File: src/sv/mtc_ram.sv
// mtc_ram: generic single-write, single-read RAM with registered read data.
// No dependencies; used for the A, B and C stores of the tile.
`default_nettype none

module mtc_ram #(
    parameter int WIDTH = 16,
    parameter int DEPTH = 256,
    parameter int AW    = (DEPTH > 1) ? $clog2(DEPTH) : 1
) (
    input  wire logic             clk,
    input  wire logic             wr_en,
    input  wire logic [AW-1:0]    wr_addr,
    input  wire logic [WIDTH-1:0] wr_data,
    input  wire logic             rd_en,
    input  wire logic [AW-1:0]    rd_addr,
    output logic      [WIDTH-1:0] rd_data
);

    logic [WIDTH-1:0] mem_reg [DEPTH];
    logic [WIDTH-1:0] rd_data_reg;

    // Write port
    always_ff @(posedge clk)
    begin
        if (wr_en)
        begin
            mem_reg[wr_addr] <= wr_data;
        end
    end

    // Registered read port; data holds between reads
    always_ff @(posedge clk)
    begin
        if (rd_en)
        begin
            rd_data_reg <= mem_reg[rd_addr];
        end
    end

    assign rd_data = rd_data_reg;

endmodule

`default_nettype wire

File: config.mk
export PLATFORM = sky130hd
export DESIGN_NAME = mtc_ram
export DESIGN_NICKNAME = d
export VERILOG_FILES = /design/src/sv/mtc_ram.sv
export SDC_FILE = /design/constraint.sdc
export NUM_CORES = 2
export LEC_CHECK = 0
export BUFFER_PORTS_ARGS = -buffer_cell sky130_fd_sc_hd__buf_4
export CAP_MARGIN = 10
export CORE_AREA = 3 3 599 601
export CTS_BUF_LIST = sky130_fd_sc_hd__clkbuf_16
export CTS_CLUSTER_DIAMETER = 80
export DETAILED_ROUTE_END_ITERATION = 8
export DIE_AREA = 0 0 602 604
export GPL_TIMING_DRIVEN = 0
export PLACE_DENSITY = 0.6
export SETUP_SLACK_MARGIN = 0.02
export SLEW_MARGIN = 20
export SYNTH_ARGS = -nofsm -noshare
export SYNTH_HDL_FRONTEND = slang
export SYNTH_SLANG_ARGS = --single-unit
File: constraint.sdc
create_clock -name clk -period 4 [get_ports clk]
set_input_delay 0.8 -clock clk [delete_from_list [all_inputs] [get_ports clk]]
set_output_delay 0.8 -clock clk [all_outputs]
set_load 0.03 [all_outputs]
Word-level counts from Yosys, hierarchy flattened
Memory sizes are Yosys's and may differ from the RTL's. A register that Yosys moved wholly into a read port is not among the register bits.
Cells that the tools add are included.
{"block": "op_classes", "n_mux": 2}
{"cell": "two-way mux 1 bit", "n": 2}
{"block": "totals", "regBits": 0, "ram_bits": 4096, "in_bits": 35, "out_inout_bits": 16, "word_cells": 3, "memories": 1}
{"memory": "mem_reg", "words": 256, "width": 16, "rd": 1, "rd_ports_with_merged_regs": 1, "write_ports": 1, "line": "19", "source": "logic [WIDTH-1:0] mem_reg [DEPTH];"}

Depth between registers and ports, before layout
{"block": "depth", "word_depth": 2, "mapped_depth": 12, "mapped_depth_nobuf": 6}

Least setup slack after synthesis
Ideal clock, no wire load.
{"block": "synth_timing", "path_type": "input -> register", "start": "input port rd_addr[0]", "end": "register rd_data_reg[4], in the netlist rd_data[4], read port of mem_reg (data pin)", "setup_time_ps": 265, "t_arrival_ps": 2784, "required_time_ps": 3735, "slack_ps": 951, "stages": 8, "path_buffers": 3, "path_cell_list": "buf_6 buf_6 buf_2 mux4_2 mux4_2 a22o_1 o32ai_2 nor4_2"}
{"item": "start, declared", "line": "15", "source": "input wire logic [AW-1:0] rd_addr,"}
{"item": "end, declared", "line": "20", "source": "logic [WIDTH-1:0] rd_data_reg;"}

==> results.md <==
* Vias at 83200
* Maximum clock path buffer count at 4
* Number of buffers created by CTS at 406
* Max reg flops at 4096
* CP endpoint kind: flop
* I/O Pins at 51
* Post-DP Area at 170000 um2
* Total of max-cap violations at 0
* Final setup margin at -0.222 ns
* Syn nets at 7395
* Share of post-route cells with drive strength above 1 at 0.278
* Fillers at 27300
* Initial Util at 0.450
* Tcrit/Tclk final at 1.06
* Synth Instances at 7360
* Cells after DPL at 12300
* Initial antenna violation count at 31
* CP arrival at 4.90 ns
* P_sw at 20.2 mW
* Total wire length at 496000 um
* Maximum vdd ir drop at 0.330 mV
* Yosys top cell area share at 0.777
* Crit-path cells: buf_4 > buf_4 > buf_4 > buf_2 > clkbuf_2 > mux4_2 > o22ai_1 > o21ai_0 > nand3_1 > nor4_2
* Critical path class: in -> reg
* Reg2reg path depth at 5
* Crit path time final at 4.22 ns
* Largest net degree at the start of global routing at 121
* Startpoint types: input port
* Syn avg cell area at 21.6 um2
* Drt first pass iters at 8
* Post-Layout Cell Count at 13100
* Biggest area consumer among synthesized cells: edfxtp_1
* CP Max Fanout at 10
* Post-route cell area at 183000 um2
* Syn Std Cell Area at 159000 um2
* Row count at 218
* Flop pwr share at 0.528
* Clk Tree Root Cell: clkbuf_16
* Register area share after synthesis at 0.777
* Most common cell type on the critical path: buf_4
* Vias in the first global route at 80600
* RSZ-0062 raised after global routing: false
* H-Tree Depth at 5
* Detailed Route Iter0 Violations at 13200
* Final Skew at 0.0507 ns
* Combinational power share at 0.060
* Antenna-violating nets left at 0
* Count of state elements after synthesis at 4112
* CP max-delay cell: nor4_2
* Reg area at 123000 um2
* Internal power at 69.8 mW
* Post-CTS Setup Inserts at 0
* Switching Share at 0.224
* Final Net Count at 8057
* Hold WC Path Type: in -> reg
* Endpoint required time on the critical path at 4.68 ns
* Largest stage delay on the critical path at 0.70 ns
* Final setup viols at 15
* Remaining global-route overflow at 0
* Clock power frac at 0.412
* DIE HEIGHT at 604 um
* Area delta synth->final at 15.3%
* Leak Pwr at 57.8 nW
* Clk Latency, worst-skew pair at 0.97 ns
* CORE AREA at 353000 um2
* TritonCTS clock tree: built
* Routed wire per std cell at 37.9 um
* Synth cell types at 51
* Worst Tran Pin Value at 1.30 ns
* Yosys warning count at 0
* DRC viols at 0
* Ranking of synthesized cells by area: edfxtp_1 (78%), mux4_2 (11%), mux2i_1 (3.6%), o221ai_1 (1.4%), nor2_1 (0.72%)
* Status: finished, violations left
* Post-synth EDFFs at 4112
* Hold path depth at 1
* Multi-input gate area at 34400 um2
* Slew Limit Fails at 0
* Vias per cell at 6.36
* Total track usage at 0.270
* Power Dens Cells at 491 nW/um2
* Clock sinks at 4112
* Clk slew on worst S/H paths at 0.06 ns
* Worst R2R Setup Slack at 0.84 ns
* Port Buf Inserts at 40
* Power Total at 90.0 mW
* Relative slew slack at 0.137
* FFs w/ async S/R, synth at 0
* Die footprint at 364000 um2
* Ys flop type: edfxtp_1
* HPWL after DPL at 338000 um
* Failing checks: setup timing
* First-pass GRT wire length at 676000 um
* Max Fclk at 0.237 GHz
* Chip width at 602 um
* Final hold violations at 0
* Routability cong. at 0.980
timing repair:
item	4_1_cts	5_1_grt
setup endpoints to repair	16	10
hold endpoints to repair	0	0
hold buffers	0	0
resized for setup	110	21
critical path, delay by kind of cell:
kind            cells  cell delay (ns)
mux                 1             0.41
compound gates      2             0.59
buf+inv             5             1.97
simple gates        2             1.08
cells in the final DEF, fill, tap and decap left out, types with 148 or more instances in the layout:
master	count
a21oi_1	166
buf_6	202
clkbuf_1	153
clkbuf_16	413
edfxtp_1	4112
mux2i_1	565
mux4_2	797
nor2_2	171
o221ai_1	252
o22ai_1	148
per-layer routing:
| metal | global-route usage | vias to the layer above | share of wire |
|---|---|---|---|
| met2 | 0.397 | 5271 | 0.44 |
| li1 | - | 32700 | - |
| met4 | 0.117 | 8 | 0.050 |
| met5 | 0 | - | 0.00036 |
| met3 | 0.0740 | 851 | 0.12 |
| met1 | 0.380 | 44400 | 0.39 |
metrics by stage:
step           TNS [ns]  hold WS, ns  setup slack [ns]  utilization
6_report          -1.41        0.198            -0.222        0.519
2_1_floorplan         0        0.899             0.951            -
3_5_place_dp    -146.01         1.18             -2.14        0.481
5_1_grt               0        0.183            0.0243        0.519
3_3_place_gp   -3550.18         1.16             -3.30        0.467
4_1_cts               0        0.143           0.00249        0.518
area by class of cell:
class / count / share of cell area
clock inverters: 317 / 0.0133
flip-flops and latches: 4112 / 0.674
diodes: 18 / 0.000246
multi-input cells: 2792 / 0.188
plain buffers: 452 / 0.0157
inverters: 4 / 0.0000820
clock buffers: 413 / 0.0564
well taps: 4730 / 0.0323
repair buffers: 254 / 0.0201
power by group through the flow:
stage / logic [mW] / registers (mW) / clock network (mW)
2_1_floorplan: 2.34 / 48.5 / 0
3_3_place_gp: 4.93 / 48.6 / 0
5_1_grt: 5.52 / 47.5 / 39.1
4_1_cts: 5.32 / 47.5 / 37.3
3_5_place_dp: 5.23 / 48.5 / 0
6_report: 5.41 / 47.5 / 37.0
Yosys cell counts (all sizes together), types with 43 or more instances:
master  instances
nor2          304
buf           222
o22ai         148
mux4          797
o221ai        253
clkbuf        230
edfxtp       4112
mux2           88
mux2i         565
a22oi          43
nor3           92
a21oi         175
kinds of logic after synthesis:
| kind of cell | Yosys count | share of synthesized area |
|---|---|---|
| muxes | 1450 | 0.155 |
| AOI/OAI and AO/OA | 786 | 0.0353 |
| buffers and inverters | 456 | 0.0169 |
| DFF | 4112 | 0.777 |
| and+or+nand+nor | 556 | 0.0157 |
final timing paths:
path,startpoint,endpoint
max reg2reg,mem_reg[23][3]$_DFFE_PP_,rd_data[3]$_DFFE_PP_
max,rd_addr[1],rd_data[3]$_DFFE_PP_
min reg2reg,mem_reg[248][2]$_DFFE_PP_,rd_data[2]$_DFFE_PP_
min,rd_en,rd_data[12]$_DFFE_PP_
Power figures use the tool's default switching activity.
